**src/hdl/hbm_pkg.sv**
```systemverilog
// package: widths, codes and shared types of the heartbeat monitor
`timescale 1ns / 1ps
`default_nettype none
package hbm_pkg;

  // default sizing
  localparam int NUM_DEVICES_DEF = 14;
  localparam int AGE_WIDTH_DEF   = 16;

  // fixed field widths
  localparam int DEV_W    = 4;
  localparam int LEVEL_W  = 7;
  localparam int MASK_W   = 14;
  localparam int TMO_W    = 16;
  localparam int GRACE_W  = 16;
  localparam int CFG_IDX_W  = 3;
  localparam int CFG_DATA_W = 16;

  // device that carries a charge percent
  localparam int PLUGIN_BATTERY = 8;

  // register reset values
  localparam logic [MASK_W-1:0]  ENABLE_RST    = 14'd3615;
  localparam logic [TMO_W-1:0]   DEV_TMO_RST   = 16'd100;
  localparam logic [TMO_W-1:0]   SYS_TMO_RST   = 16'd200;
  localparam logic               DIAG_RST      = 1'b1;
  localparam logic [LEVEL_W-1:0] THRESHOLD_RST = 7'd20;

  typedef enum logic {
    CMD_TICK      = 1'b0,
    CMD_HEARTBEAT = 1'b1
  } cmd_t;

  typedef enum logic [1:0] {
    ST_OK       = 2'd0,
    ST_WAIT     = 2'd1,
    ST_FAULT    = 2'd2,
    ST_NOT_USED = 2'd3
  } status_t;

  typedef enum logic [CFG_IDX_W-1:0] {
    REG_DEVICE_ENABLE     = 3'd0,
    REG_DEVICE_TIMEOUT    = 3'd1,
    REG_SYSTEM_TIMEOUT    = 3'd2,
    REG_DIAG_ENABLE       = 3'd3,
    REG_BATTERY_THRESHOLD = 3'd4
  } reg_idx_t;

  // configuration as seen by the datapath
  typedef struct packed {
    logic [MASK_W-1:0]  device_enable;
    logic [TMO_W-1:0]   device_timeout;
    logic [TMO_W-1:0]   system_timeout;
    logic               diag_enable;
    logic [LEVEL_W-1:0] battery_threshold;
  } cfg_t;

  // one item leaving the input register
  typedef struct packed {
    logic               tick;
    logic               heartbeat;
    logic [DEV_W-1:0]   device;
    logic [LEVEL_W-1:0] level;
  } event_t;

endpackage
`default_nettype wire

```
**src/hdl/hbm_in_if.sv**
```systemverilog
// interface: input item channel
`timescale 1ns / 1ps
`default_nettype none
interface hbm_in_if;
  logic                         valid;
  logic                         ready;
  logic                         cmd;
  logic [hbm_pkg::DEV_W-1:0]    device;
  logic [hbm_pkg::LEVEL_W-1:0]  battery_level;

  modport source (output valid, cmd, device, battery_level, input ready);
  modport sink   (input valid, cmd, device, battery_level, output ready);
endinterface
`default_nettype wire

```
**src/hdl/hbm_out_if.sv**
```systemverilog
// interface: result item channel
`timescale 1ns / 1ps
`default_nettype none
interface hbm_out_if;
  logic                        valid;
  logic                        ready;
  logic [1:0]                  overall_status;
  logic [hbm_pkg::MASK_W-1:0]  error_mask;
  logic [hbm_pkg::MASK_W-1:0]  disabled_mask;

  modport source (output valid, overall_status, error_mask, disabled_mask, input ready);
  modport sink   (input valid, overall_status, error_mask, disabled_mask, output ready);
endinterface
`default_nettype wire

```
**src/hdl/hbm_cfg_if.sv**
```systemverilog
// interface: configuration write channel
`timescale 1ns / 1ps
`default_nettype none
interface hbm_cfg_if;
  logic                            valid;
  logic                            ready;
  logic [hbm_pkg::CFG_IDX_W-1:0]   index;
  logic [hbm_pkg::CFG_DATA_W-1:0]  data;

  modport source (output valid, index, data, input ready);
  modport sink   (input valid, index, data, output ready);
endinterface
`default_nettype wire

```
**src/hdl/multi_device_heartbeat_monitor_unit.sv**
```systemverilog
// top level: input register, device bank, status logic and result register
// Path: a tick is held in the input register, graded from it as it leaves, and its
//   result is loaded into the result register.
// Throughput: one item per cycle if not stalled; a tick gives a result, a heartbeat none.
// The input register waits only while it holds a tick and the result register is full.
// Reset (rst_n, synchronous): ages saturated, grace count and stored charge zero,
//   registers at their reset values, both channels empty.
`timescale 1ns / 1ps
`default_nettype none
module multi_device_heartbeat_monitor_unit #(
  parameter int NUM_DEVICES = hbm_pkg::NUM_DEVICES_DEF,
  parameter int AGE_WIDTH   = hbm_pkg::AGE_WIDTH_DEF
) (
  input  wire logic  clk,
  input  wire logic  rst_n,
  hbm_in_if.sink     in_ch,
  hbm_out_if.source  out_ch,
  hbm_cfg_if.sink    cfg_ch
);

  hbm_pkg::cfg_t    cfg;
  hbm_pkg::event_t  ev;
  hbm_pkg::status_t status;

  logic                         s1_valid_r, s1_valid_nxt;
  logic                         s1_cmd_r;
  logic [hbm_pkg::DEV_W-1:0]    s1_device_r;
  logic [hbm_pkg::LEVEL_W-1:0]  s1_level_r;
  logic                         s1_go, s1_tick, in_xfer;

  logic [NUM_DEVICES-1:0]       err_mask, dis_mask;
  logic [hbm_pkg::MASK_W-1:0]   err_w, dis_w;

  logic                         out_valid_r, out_valid_nxt;
  hbm_pkg::status_t             status_r;
  logic [hbm_pkg::MASK_W-1:0]   err_r, dis_r;

  // configuration registers
  hbm_cfg_regs u_cfg (
    .clk    (clk),
    .rst_n  (rst_n),
    .cfg_ch (cfg_ch),
    .cfg    (cfg)
  );

  // input register handshake
  assign s1_tick = (s1_cmd_r == hbm_pkg::CMD_TICK);
  assign s1_go   = s1_valid_r && (!s1_tick || !out_valid_r || out_ch.ready);
  assign in_ch.ready = !s1_valid_r || s1_go;
  assign in_xfer = in_ch.valid && in_ch.ready;

  always_comb begin
    s1_valid_nxt = s1_valid_r;
    if (in_xfer) begin
      s1_valid_nxt = 1'b1;
    end else if (s1_go) begin
      s1_valid_nxt = 1'b0;
    end
  end

  always_ff @(posedge clk) begin
    if (!rst_n) begin
      s1_valid_r <= 1'b0;
    end else begin
      s1_valid_r <= s1_valid_nxt;
    end
  end

  always_ff @(posedge clk) begin
    if (in_xfer) begin
      s1_cmd_r    <= in_ch.cmd;
      s1_device_r <= in_ch.device;
      s1_level_r  <= in_ch.battery_level;
    end
  end

  // item leaving the input register
  assign ev = '{tick:      s1_go && s1_tick,
                heartbeat: s1_go && !s1_tick,
                device:    s1_device_r,
                level:     s1_level_r};

  hbm_dev_bank #(
    .NUM_DEVICES (NUM_DEVICES),
    .AGE_WIDTH   (AGE_WIDTH)
  ) u_bank (
    .clk      (clk),
    .rst_n    (rst_n),
    .ev       (ev),
    .cfg      (cfg),
    .err_mask (err_mask),
    .dis_mask (dis_mask)
  );

  hbm_status u_status (
    .clk     (clk),
    .rst_n   (rst_n),
    .tick    (ev.tick),
    .err_any (|err_mask),
    .cfg     (cfg),
    .status  (status)
  );

  // fit the device masks to the port width
  for (genvar i = 0; i < hbm_pkg::MASK_W; i++) begin : g_mask
    if (i < NUM_DEVICES) begin : g_dev
      assign err_w[i] = err_mask[i];
      assign dis_w[i] = dis_mask[i];
    end else begin : g_pad
      assign err_w[i] = 1'b0;
      assign dis_w[i] = 1'b0;
    end
  end

  // result register
  always_comb begin
    out_valid_nxt = out_valid_r;
    if (ev.tick) begin
      out_valid_nxt = 1'b1;
    end else if (out_ch.ready) begin
      out_valid_nxt = 1'b0;
    end
  end

  always_ff @(posedge clk) begin
    if (!rst_n) begin
      out_valid_r <= 1'b0;
    end else begin
      out_valid_r <= out_valid_nxt;
    end
  end

  always_ff @(posedge clk) begin
    if (ev.tick) begin
      status_r <= status;
      err_r    <= err_w;
      dis_r    <= dis_w;
    end
  end

  assign out_ch.valid          = out_valid_r;
  assign out_ch.overall_status = status_r;
  assign out_ch.error_mask     = err_r;
  assign out_ch.disabled_mask  = dis_r;

  // a tick leaving the input register always lands in the result register
  a_tick_lands: assert property (@(posedge clk) disable iff (!rst_n)
    ev.tick |=> out_valid_r)
    else $error("tick transfer produced no result");

  // the input side stalls only behind a waiting tick
  a_stall_cause: assert property (@(posedge clk) disable iff (!rst_n)
    !in_ch.ready |-> (s1_valid_r && s1_tick && out_valid_r && !out_ch.ready))
    else $error("input stalled without a blocked tick");

  // a device is never both disabled and in error
  a_mask_disjoint: assert property (@(posedge clk) disable iff (!rst_n)
    out_valid_r |-> ((err_r & dis_r) == '0))
    else $error("device reported both disabled and in error");

  // ok status only with a clean error mask
  a_ok_clean: assert property (@(posedge clk) disable iff (!rst_n)
    (out_valid_r && (status_r == hbm_pkg::ST_OK)) |-> (err_r == '0))
    else $error("ok status with devices in error");

endmodule
`default_nettype wire

```
**src/hdl/hbm_cfg_regs.sv**
```systemverilog
// configuration register file of the heartbeat monitor
`timescale 1ns / 1ps
`default_nettype none
module hbm_cfg_regs (
  input  wire logic    clk,
  input  wire logic    rst_n,
  hbm_cfg_if.sink      cfg_ch,
  output hbm_pkg::cfg_t cfg
);

  hbm_pkg::cfg_t cfg_r, cfg_nxt;
  logic          wr;

  // writes are always taken
  assign cfg_ch.ready = 1'b1;
  assign wr = cfg_ch.valid;

  // register select
  always_comb begin
    cfg_nxt = cfg_r;
    if (wr) begin
      case (cfg_ch.index)
        hbm_pkg::REG_DEVICE_ENABLE:
          cfg_nxt.device_enable = cfg_ch.data[hbm_pkg::MASK_W-1:0];
        hbm_pkg::REG_DEVICE_TIMEOUT:
          cfg_nxt.device_timeout = cfg_ch.data[hbm_pkg::TMO_W-1:0];
        hbm_pkg::REG_SYSTEM_TIMEOUT:
          cfg_nxt.system_timeout = cfg_ch.data[hbm_pkg::TMO_W-1:0];
        hbm_pkg::REG_DIAG_ENABLE:
          cfg_nxt.diag_enable = cfg_ch.data[0];
        hbm_pkg::REG_BATTERY_THRESHOLD:
          cfg_nxt.battery_threshold = cfg_ch.data[hbm_pkg::LEVEL_W-1:0];
        default: cfg_nxt = cfg_r;
      endcase
    end
  end

  always_ff @(posedge clk) begin
    if (!rst_n) begin
      cfg_r.device_enable     <= hbm_pkg::ENABLE_RST;
      cfg_r.device_timeout    <= hbm_pkg::DEV_TMO_RST;
      cfg_r.system_timeout    <= hbm_pkg::SYS_TMO_RST;
      cfg_r.diag_enable       <= hbm_pkg::DIAG_RST;
      cfg_r.battery_threshold <= hbm_pkg::THRESHOLD_RST;
    end else begin
      cfg_r <= cfg_nxt;
    end
  end

  assign cfg = cfg_r;

endmodule
`default_nettype wire

```
**src/hdl/hbm_dev_bank.sv**
```systemverilog
// per-device age counters, battery store and grading
`timescale 1ns / 1ps
`default_nettype none
module hbm_dev_bank #(
  parameter int NUM_DEVICES = hbm_pkg::NUM_DEVICES_DEF,
  parameter int AGE_WIDTH   = hbm_pkg::AGE_WIDTH_DEF
) (
  input  wire logic             clk,
  input  wire logic             rst_n,
  input  wire hbm_pkg::event_t  ev,
  input  wire hbm_pkg::cfg_t    cfg,
  output logic [NUM_DEVICES-1:0] err_mask,
  output logic [NUM_DEVICES-1:0] dis_mask
);

  localparam int CMP_W = (AGE_WIDTH > hbm_pkg::TMO_W) ? AGE_WIDTH : hbm_pkg::TMO_W;
  localparam logic [AGE_WIDTH-1:0] AGE_MAX = {AGE_WIDTH{1'b1}};

  logic [NUM_DEVICES-1:0] enable;
  logic [NUM_DEVICES-1:0] batt_low;

  // plugin battery charge, only where that device exists
  if (NUM_DEVICES > hbm_pkg::PLUGIN_BATTERY) begin : g_batt
    logic [hbm_pkg::LEVEL_W-1:0] batt_r, batt_nxt;
    logic                        batt_hit;

    assign batt_hit = ev.heartbeat &&
                      (ev.device == hbm_pkg::DEV_W'(hbm_pkg::PLUGIN_BATTERY));

    always_comb begin
      batt_nxt = batt_r;
      if (batt_hit) begin
        batt_nxt = ev.level;
      end
    end

    always_ff @(posedge clk) begin
      if (!rst_n) begin
        batt_r <= '0;
      end else begin
        batt_r <= batt_nxt;
      end
    end

    assign batt_low = NUM_DEVICES'(batt_r < cfg.battery_threshold)
                      << hbm_pkg::PLUGIN_BATTERY;
  end else begin : g_no_batt
    assign batt_low = '0;
  end

  // one counter and grader per device
  for (genvar d = 0; d < NUM_DEVICES; d++) begin : g_dev
    logic [AGE_WIDTH-1:0] age_r, age_nxt, age_inc;
    logic                 hit;

    if (d < hbm_pkg::MASK_W) begin : g_en
      assign enable[d] = cfg.device_enable[d];
    end else begin : g_off
      assign enable[d] = 1'b0;
    end

    assign hit     = ev.heartbeat && ({1'b0, ev.device} == 5'(d));
    assign age_inc = (age_r == AGE_MAX) ? age_r : age_r + 1'b1;

    always_comb begin
      age_nxt = age_r;
      if (hit) begin
        age_nxt = '0;
      end else if (ev.tick) begin
        age_nxt = age_inc;
      end
    end

    always_ff @(posedge clk) begin
      if (!rst_n) begin
        age_r <= AGE_MAX;
      end else begin
        age_r <= age_nxt;
      end
    end

    // grade on the aged count
    assign dis_mask[d] = !enable[d];
    assign err_mask[d] = enable[d] &&
                         ((CMP_W'(age_inc) > CMP_W'(cfg.device_timeout)) || batt_low[d]);
  end

endmodule
`default_nettype wire

```
**src/hdl/hbm_status.sv**
```systemverilog
// grace counter and overall status decision
`timescale 1ns / 1ps
`default_nettype none
module hbm_status (
  input  wire logic          clk,
  input  wire logic          rst_n,
  input  wire logic          tick,
  input  wire logic          err_any,
  input  wire hbm_pkg::cfg_t cfg,
  output hbm_pkg::status_t   status
);

  logic [hbm_pkg::GRACE_W-1:0] grace_r, grace_nxt, grace_inc;

  assign grace_inc = (grace_r == {hbm_pkg::GRACE_W{1'b1}}) ? grace_r : grace_r + 1'b1;

  // status from the aged grace count
  always_comb begin
    if (!cfg.diag_enable) begin
      status = hbm_pkg::ST_NOT_USED;
    end else if (!err_any) begin
      status = hbm_pkg::ST_OK;
    end else if (grace_inc > cfg.system_timeout) begin
      status = hbm_pkg::ST_FAULT;
    end else begin
      status = hbm_pkg::ST_WAIT;
    end
  end

  // age on every tick, clear on a clean evaluation with diagnostics enabled
  always_comb begin
    grace_nxt = grace_r;
    if (tick) begin
      if (cfg.diag_enable && !err_any) begin
        grace_nxt = '0;
      end else begin
        grace_nxt = grace_inc;
      end
    end
  end

  always_ff @(posedge clk) begin
    if (!rst_n) begin
      grace_r <= '0;
    end else begin
      grace_r <= grace_nxt;
    end
  end

endmodule
`default_nettype wire
```
**src/flat_wrapper.sv**
```systemverilog
// flat-port wrapper written by rule: the top's interface ports become plain ports
module multi_device_heartbeat_monitor_unit_flat 
#(
  parameter int NUM_DEVICES = hbm_pkg::NUM_DEVICES_DEF,
  parameter int AGE_WIDTH   = hbm_pkg::AGE_WIDTH_DEF
)
  (clk, rst_n, in_ch_valid, in_ch_cmd, in_ch_device, in_ch_battery_level, in_ch_ready, out_ch_valid, out_ch_overall_status, out_ch_error_mask, out_ch_disabled_mask, out_ch_ready, cfg_ch_valid, cfg_ch_index, cfg_ch_data, cfg_ch_ready);
  hbm_in_if in_ch_i ();
  hbm_out_if out_ch_i ();
  hbm_cfg_if cfg_ch_i ();
  input  wire logic clk;
  input  wire logic rst_n;
  input wire logic [$bits(in_ch_i.valid)-1:0] in_ch_valid;
  input wire logic [$bits(in_ch_i.cmd)-1:0] in_ch_cmd;
  input wire logic [$bits(in_ch_i.device)-1:0] in_ch_device;
  input wire logic [$bits(in_ch_i.battery_level)-1:0] in_ch_battery_level;
  output wire logic [$bits(in_ch_i.ready)-1:0] in_ch_ready;
  output wire logic [$bits(out_ch_i.valid)-1:0] out_ch_valid;
  output wire logic [$bits(out_ch_i.overall_status)-1:0] out_ch_overall_status;
  output wire logic [$bits(out_ch_i.error_mask)-1:0] out_ch_error_mask;
  output wire logic [$bits(out_ch_i.disabled_mask)-1:0] out_ch_disabled_mask;
  input wire logic [$bits(out_ch_i.ready)-1:0] out_ch_ready;
  input wire logic [$bits(cfg_ch_i.valid)-1:0] cfg_ch_valid;
  input wire logic [$bits(cfg_ch_i.index)-1:0] cfg_ch_index;
  input wire logic [$bits(cfg_ch_i.data)-1:0] cfg_ch_data;
  output wire logic [$bits(cfg_ch_i.ready)-1:0] cfg_ch_ready;
  assign in_ch_i.valid = in_ch_valid;
  assign in_ch_i.cmd = in_ch_cmd;
  assign in_ch_i.device = in_ch_device;
  assign in_ch_i.battery_level = in_ch_battery_level;
  assign in_ch_ready = in_ch_i.ready;
  assign out_ch_valid = out_ch_i.valid;
  assign out_ch_overall_status = out_ch_i.overall_status;
  assign out_ch_error_mask = out_ch_i.error_mask;
  assign out_ch_disabled_mask = out_ch_i.disabled_mask;
  assign out_ch_i.ready = out_ch_ready;
  assign cfg_ch_i.valid = cfg_ch_valid;
  assign cfg_ch_i.index = cfg_ch_index;
  assign cfg_ch_i.data = cfg_ch_data;
  assign cfg_ch_ready = cfg_ch_i.ready;
  multi_device_heartbeat_monitor_unit #(.NUM_DEVICES(NUM_DEVICES), .AGE_WIDTH(AGE_WIDTH)) u_core (.clk(clk), .rst_n(rst_n), .in_ch(in_ch_i), .out_ch(out_ch_i), .cfg_ch(cfg_ch_i));
endmodule
```
**config.mk**
```make
export PLATFORM = sky130hd
export DESIGN_NAME = multi_device_heartbeat_monitor_unit_flat
export DESIGN_NICKNAME = d
export VERILOG_FILES = /design/src/hdl/hbm_pkg.sv /design/src/hdl/hbm_in_if.sv /design/src/hdl/hbm_out_if.sv /design/src/hdl/hbm_cfg_if.sv /design/src/hdl/multi_device_heartbeat_monitor_unit.sv /design/src/hdl/hbm_cfg_regs.sv /design/src/hdl/hbm_dev_bank.sv /design/src/hdl/hbm_status.sv /design/src/flat_wrapper.sv
export SDC_FILE = /design/constraint.sdc
export NUM_CORES = 1
export LEC_CHECK = 0
export BUFFER_PORTS_ARGS = -buffer_cell sky130_fd_sc_hd__buf_2
export CAP_MARGIN = 20
export CORE_MARGIN = 2
export CORE_UTILIZATION = 55
export DETAILED_ROUTE_END_ITERATION = 10
export PLACE_DENSITY = 0.79
export SLEW_MARGIN = 20
export SYNTH_ARGS = -nofsm -noshare
export SYNTH_HDL_FRONTEND = slang
export SYNTH_SLANG_ARGS = --single-unit
```
**constraint.sdc**
```tcl
create_clock -name clk -period 8.3 [get_ports clk]
set_input_delay 1.245 -clock clk [delete_from_list [all_inputs] [get_ports clk]]
set_output_delay 1.245 -clock clk [all_outputs]
set_load 0.02 [all_outputs]
```
# Word level (Yosys, flattened, before mapping)
# Index checks and enable logic that the tools add are counted.
# word_totals
regBits	345
in_bits	36
out_inout_bits	33
word_cells	221
# classes
addsub	15
order_cmp	16
n_eq_ne	32
muxes	50
n_bitwise	1
reduce_logical	78
# ops
op	count
2-to-1 mux 16 bit	44
adder 16 x 1 -> 16 bit (second input constant)	15
equality test 16 bit (second input constant)	15
greater-than comparator 16 bit	15
logical AND 1 bit	33
nonzero test 2 bit	16
equality test 4 bit (second input constant)	6
zero test 1 bit	17
equality test 4 x 3 -> 1 bit (second input constant)	4
OR reduction 14 bit	1
AND reduction 2 bit	5
equality test 4 x 2 -> 1 bit (second input constant)	2
< comparator 7 bit	1
equality test 3 x 2 -> 1 bit (second input constant)	2
equality test 4 x 1 -> 1 bit (second input constant)	1
zero test 4 bit	1
logical OR 1 bit	4
2-to-1 mux 1 bit	4
2-to-1 mux 2 bit	2
equality test 3 x 1 -> 1 bit (second input constant)	1
equality test 3 bit (second input constant)	1
zero test 3 bit	1
NOT 1 bit	1

# Logic depth before layout (Yosys ltp)
# depth
ltp_word	9
mapped_depth	21
ltp_nobuf	19

# Cells and area by module
# A second synthesis with hierarchy kept.
# unflattened
hier_cells	3080
hier_area_um2	25409.4
# modules_own_cells
module	instances	cells_per_inst	area_each_um2	seq_area_each_um2
hbm_dev_bank	1	2610	20308.2	4624.4
hbm_cfg_regs	1	214	2183.3	1081.0
hbm_status	1	198	1525.2	320.3
multi_device_heartbeat_monitor_unit	1	58	1392.6	1301.2

# Worst setup path after synthesis
# Ideal clock, no wire load.
# synth_path
path_type	register to register
start	register u_core.u_bank.g_dev[4].age_r[4]
end	register u_core.status_r[1] (netlist: u_core.out_ch.overall_status[1]), data pin
setup_ns	0.255
arrival_time_ns	4.339
required_time_ns	8.045
setup_slack_ns	3.706
path_stages_with_launch	19
n_path_buf	2
synth_period_minus_slack_ns	4.594
path_cell_list	dfxtp_1 > and3_1 > and3_1 > nand4_1 > nor4_2 > or2_2 > clkbuf_1 > nor2_1 > xor2_1 > ha_1 > nand4_1 > or4_1 > or2_1 > o311a_1 > nor4_1 > nand2_1 > nor4b_4 > buf_6 > o21ba_2
# synth_via
elab_chain_len	6
elab_cells_between_ends	7
classes_between	add/sub: 1; order compare: 1; eq/ne: 1; mux: 2; reduce/logical: 2
# synth_lines
item	line	source
from (decl)	hbm_dev_bank.sv:53	logic [AGE_WIDTH-1:0] age_r, age_nxt, age_inc;
from (signal assigned)	hbm_dev_bank.sv:78	age_r <= age_nxt;
adder 16 x 1 -> 16 bit / equality test 16 bit (equally long branches)	hbm_dev_bank.sv:63	assign age_inc = (age_r == AGE_MAX) ? age_r : age_r + 1'b1;
2-to-1 mux 16 bit (*)	hbm_dev_bank.sv:63	
greater-than comparator 16 bit (*)	hbm_dev_bank.sv:85	((CMP_W'(age_inc) > CMP_W'(cfg.device_timeout)) || batt_low[d]);
logical AND 1 bit (*)	hbm_dev_bank.sv:84	assign err_mask[d] = enable[d] &&
via u_core.err_mask[4]	multi_device_heartbeat_monitor_unit.sv:31	logic [NUM_DEVICES-1:0] err_mask, dis_mask;
OR reduction 14 bit (*)	multi_device_heartbeat_monitor_unit.sv:99	.err_any (|err_mask),
2-to-1 mux 2 bit (*)	hbm_status.sv:21	end else if (!err_any) begin
to (signal assigned)	multi_device_heartbeat_monitor_unit.sv:135	status_r <= status;
to (decl)	multi_device_heartbeat_monitor_unit.sv:35	hbm_pkg::status_t status_r;
# Mark *: on every way through the listed nets, which the timed path passes. The rest lies on a longest branch.
# A chain may end at the register's enable or synchronous reset.

# Final worst setup path
# layout_path
start	register u_core.u_bank.g_dev[9].age_r[0]
end	register u_core.u_status.grace_r[13] (netlist name)
# layout_via
elab_chain_len	8
elab_cells_between_ends	9
classes_between	add/sub: 1; order compare: 1; eq/ne: 1; mux: 2; reduce/logical: 4
# layout_lines
item	line	source
from (decl)	hbm_dev_bank.sv:53	
from (signal assigned)	hbm_dev_bank.sv:78	
adder 16 x 1 -> 16 bit / equality test 16 bit (equally long branches)	hbm_dev_bank.sv:63	
2-to-1 mux 16 bit (*)	hbm_dev_bank.sv:63	
greater-than comparator 16 bit (*)	hbm_dev_bank.sv:85	
logical AND 1 bit (*)	hbm_dev_bank.sv:84	
via u_core.err_mask[9]	multi_device_heartbeat_monitor_unit.sv:31	
OR reduction 14 bit (*)	multi_device_heartbeat_monitor_unit.sv:99	
zero test 1 bit (*)	hbm_status.sv:34	if (cfg.diag_enable && !err_any) begin
logical AND 1 bit (*)	hbm_status.sv:34	
2-to-1 mux 16 bit (*)	hbm_status.sv:34	
to (signal assigned)	hbm_status.sv:46	grace_r <= grace_nxt;
to (decl)	hbm_status.sv:13	logic [hbm_pkg::GRACE_W-1:0] grace_r, grace_nxt, grace_inc;
# Marked as above.

==> parameters.txt <==
Parameter                              Value

Place
  Half-perimeter wire length of the detailed placement result ... 43600 um
  Count of port buffers added during placement ... 67
  Placer's final routability congestion estimate ... 0.937
  Standard cell area after detailed placement ... 23400 um^2
  DP Cell Count ... 3174

Global routing
  Met3 routing resource usage after global routing ... 4.66%
  Residual overflow from global routing ... 0
  Maximum number of pins on one net before global-route repair ... 119
  GR Util All Layers ... 30.3%
  Initial antenna violation count ... 0
  Gr busiest metal ... met2
  Vias in the first global route ... 20390
  Met2 global-route usage ... 49.2%
  Fraction of met1 tracks used by global routing ... 38.8%
  First-pass GRT wire length ... 104000 um

Clock network
  Number of clock sinks ... 345
  Post-CTS setup buffers ... 0
  Clk Tree Root Cell ... clkbuf_16
  Clock slew seen by the registers of the worst setup and hold paths ... 0.06 ns
  Number of buffers on the longest clock path ... 3
  Clock tree from TritonCTS ... built
  Clk_lat worst skew ... 0.59 ns
  Clock H-tree levels ... 2
  Clock buffers created by TritonCTS ... 40
  Number of resized instances in the post-cts repair step ... 0
  Quantity of hold-fixing buffers added after cts ... 0

Synth
  Yosys cell types ... 62
  Ys async rst share ... 0%
  Most instantiated flip-flop cell in the synthesis netlist ... dfxtp_1
  Share of the yosys chip area belonging to registers ... 32.4%
  Post-Synthesis Mean Instance Area ... 8.49 um^2
  Number of warning messages in the yosys log ... 0
  Compound-gate portion of the synthesized area ... 21.5%
  FF+latch count, synth ... 345
  Instance count of the mapped netlist ... 2666
  Share of cell area taken by muxes after synthesis ... 0.680%
  Fraction of the mapped netlist area in adder cells ... 14.4%
  Number of flops mapped to enable cells by yosys ... 42
  Syn nets ... 2963
  Largest family of logic cells by synthesized area ... compound AO/OA/AOI/OAI gates
  Post-synthesis share of cell area spent on and, or, nand and nor gates ... 21.2%
  Cell area after technology mapping ... 22600 um^2
  Fraction of synthesized cell area in xor and xnor cells ... 6.39%

STA
  RSZ-0062 raised after global routing ... no
  Fin Clk Skew ... 0.0167 ns
  Sum Neg Setup Slack ... 0 ns
  Relative slew margins ... 21.2%
  Final-report max-slew violation count ... 0
  Worst hold slack after final layout ... 0.456 ns
  Maximum operating frequency ... 0.171 GHz
  Hold violation total from the final report ... 0
  Slew of the pin with the lowest slew margin ... 1.17 ns
  Post-layout minimum cycle time ... 5.86 ns
  Final period util ... 70.6%
  Endpoints failing setup ... 0

Floorplan
  Count of standard-cell rows ... 74
  Initial core utilization ... 55.5%
  Die footprint ... 42800 um^2
  Number of primary I/O pins ... 69
  Die Ht ... 207 um
  Horiz. Die Dim ... 207 um
  Area of the core ... 40700 um^2

Routing
  DRT antenna net count ... 0
  Routed wire per std cell ... 20.2 um
  Post-detailed-route via-to-cell ratio ... 6.60
  Vias post-DR ... 21446
  DRT Wirelength ... 65600 um
  Number of detailed-route iterations in the first pass ... 6
  Initial detailed-routing violation count ... 1971
  Remaining DRCs ... 0

Setup path
  Worst r2r path cells ... 18
  Reg2Reg Launch Point ... u_core.u_bank.g_dev[9].age_r[0]
  Crit Path Category ... flop to flop
  Sequence of cells on the critical path ... ha_1, nand3_1, nor4_1, nand3_1, nor2_1, nor3_1, and4_1, xor2_1, ha_1, a21oi_1, o21ai_0, a221o_1, o311a_1, nor4_1, nand2_1, nor4b_4, nor2_2, a22o_1
  Kind of end point of the critical path ... flop
  CP required ... 8.77 ns
  Worst Setup Start Kind ... flop
  Crit path max fanout ... 17
  Delay of the slowest cell on the worst path ... 0.91 ns
  Data arrival, critical path ... 6.33 ns
  Slowest-stage cell, CP ... nor4b_4
  Crit. Startpoint ... u_core.u_bank.g_dev[9].age_r[0]

Min path
  Number of cells traversed by the worst hold path ... 2
  Min-delay src ... u_core.u_cfg.cfg[21]
  Tightest Hold Check Type ... flop to flop

Cells and area
  Filler cell count in the final layout ... 3488
  Final-stage net count ... 2981
  Antenna cells ... 0
  Layout Cells excl Fill ... 3247
  Layout Cell Area excl Fill ... 24700 um^2
  Area growth from synthesis to final layout ... 9.34%
  Layout cells sized above 1 ... 7.00%

Run status
  Result of the run ... complete, no violations

Power
  Leakage power of the design ... 10.1 nW
  Largest voltage drop on the vdd net ... 0.155 mV
  Power Dens Cells ... 218 nW/um^2

Job
  Max capacitance violation total ... 0
==> power by group <==
part	total (mW)	internal, mW	switching [mW]
clock	1.81	1.05	0.761
sequential	1.88	1.78	0.106
combinational	1.70	0.694	1.00
total	5.39	3.52	1.87
==> state kept, by name, indices dropped and copies added (netlist names), 2 cells and up <==
register and count:
u_core.u_bank.g_dev.age_r 224, u_core.u_cfg.cfg 54, u_core.u_status.grace_r 16, u_core.out_ch.disabled_mask 14, u_core.out_ch.error_mask 14, u_core.s1_level_r 7, u_core.u_bank.g_batt.batt_r 7, u_core.s1_device_r 4
u_core.out_ch.overall_status 2
==> through the flow <==
step	worst slack [ns]	total power, mW	util [%]
floorplan	3.71	3.18	-
global placement	2.68	3.47	57.4
detailed placement	2.67	3.57	57.4
CTS	2.63	5.38	60.7
global route	2.10	5.69	60.7
finish	2.44	5.39	60.7
==> layout by cell type (no fill, tap or decap), types with 41 or more instances in the layout <==
cell type	synthesis	final
a21oi_1	221	219
inv_1	79	77
xor2_1	66	66
nand3_1	135	135
and3_1	54	54
edfxtp_1	42	42
nand4_1	91	91
ha_1	261	261
o21ai_0	121	121
a221o_1	168	168
o311ai_0	42	42
clkbuf_16	0	41
xnor2_1	99	99
nand2_1	345	345
nor2_1	174	172
dfxtp_1	303	303
buf_2	6	66
==> cells in the mapped netlist, types with 19 or more instances <==
library cell	count	share of area, %
nand4_1	91	2.5
xnor2_1	99	3.8
and4_1	22	0.85
and3_1	54	1.5
nor2b_1	30	0.83
nand2b_1	30	0.83
dfxtp_1	303	27
inv_1	79	1.3
edfxtp_1	42	5.6
a31oi_1	19	0.53
xor2_1	66	2.6
a21o_1	20	0.66
o21ai_0	121	2.7
a221o_1	168	7.4
a21oi_1	221	4.9
nor2_1	174	2.9
nand2_1	345	5.7
nor3_1	37	0.82
ha_1	261	14
o211ai_1	37	1.2
clkbuf_1	101	1.7
nand3_1	135	3.0
o311ai_0	42	1.6
==> cell families (layout without fill, tap and decap cells) <==
group	count (synthesis)	after routing
other cells	1	1
flops	345	345
xor+xnor	165	165
buf+inv	196	245
mux	14	14
compound gates	692	692
simple gates	992	992
fa+ha+maj	261	261
==> final timing paths <==
check	to	slack, ns
worst max-delay path	u_core.u_status.grace_r[13]	2.44
worst min register to register	u_core.u_cfg.cfg[21]	0.46
worst min-delay path	u_core.u_cfg.cfg[21]	0.46
worst max register to register	u_core.u_status.grace_r[13]	2.44
==> critical path, delay by kind of cell, from the launching register on <==
kind                     cells  cell delay (ns)
AND/OR/NAND/NOR             10             3.34
AO/OA/AOI/OAI                5             1.23
adder cells (fa/ha/maj)      2             0.52
flip-flops                   1             0.42
XOR/XNOR                     1             0.22
==> layer usage <==
layer,part of all wire [%],vias to the layer above
li1,-,10080
met1,42,10234
met2,45,922
met3,7.9,210
met4,5.3,0
met5,0,-
==> cell type report <==
class | instances | area (um^2) | share of cell area (%)
Clock buffer | 57 | 1170 | 4.71
Clock inverter | 16 | 175 | 0.708
Inverter | 79 | 307 | 1.24
Multi-Input combinational cell | 2125 | 14600 | 58.9
Sequential cell | 345 | 7330 | 29.6
Tap cell | 532 | 666 | 2.69
Timing Repair Buffer | 93 | 533 | 2.15
Power figures use the tool's default switching activity.
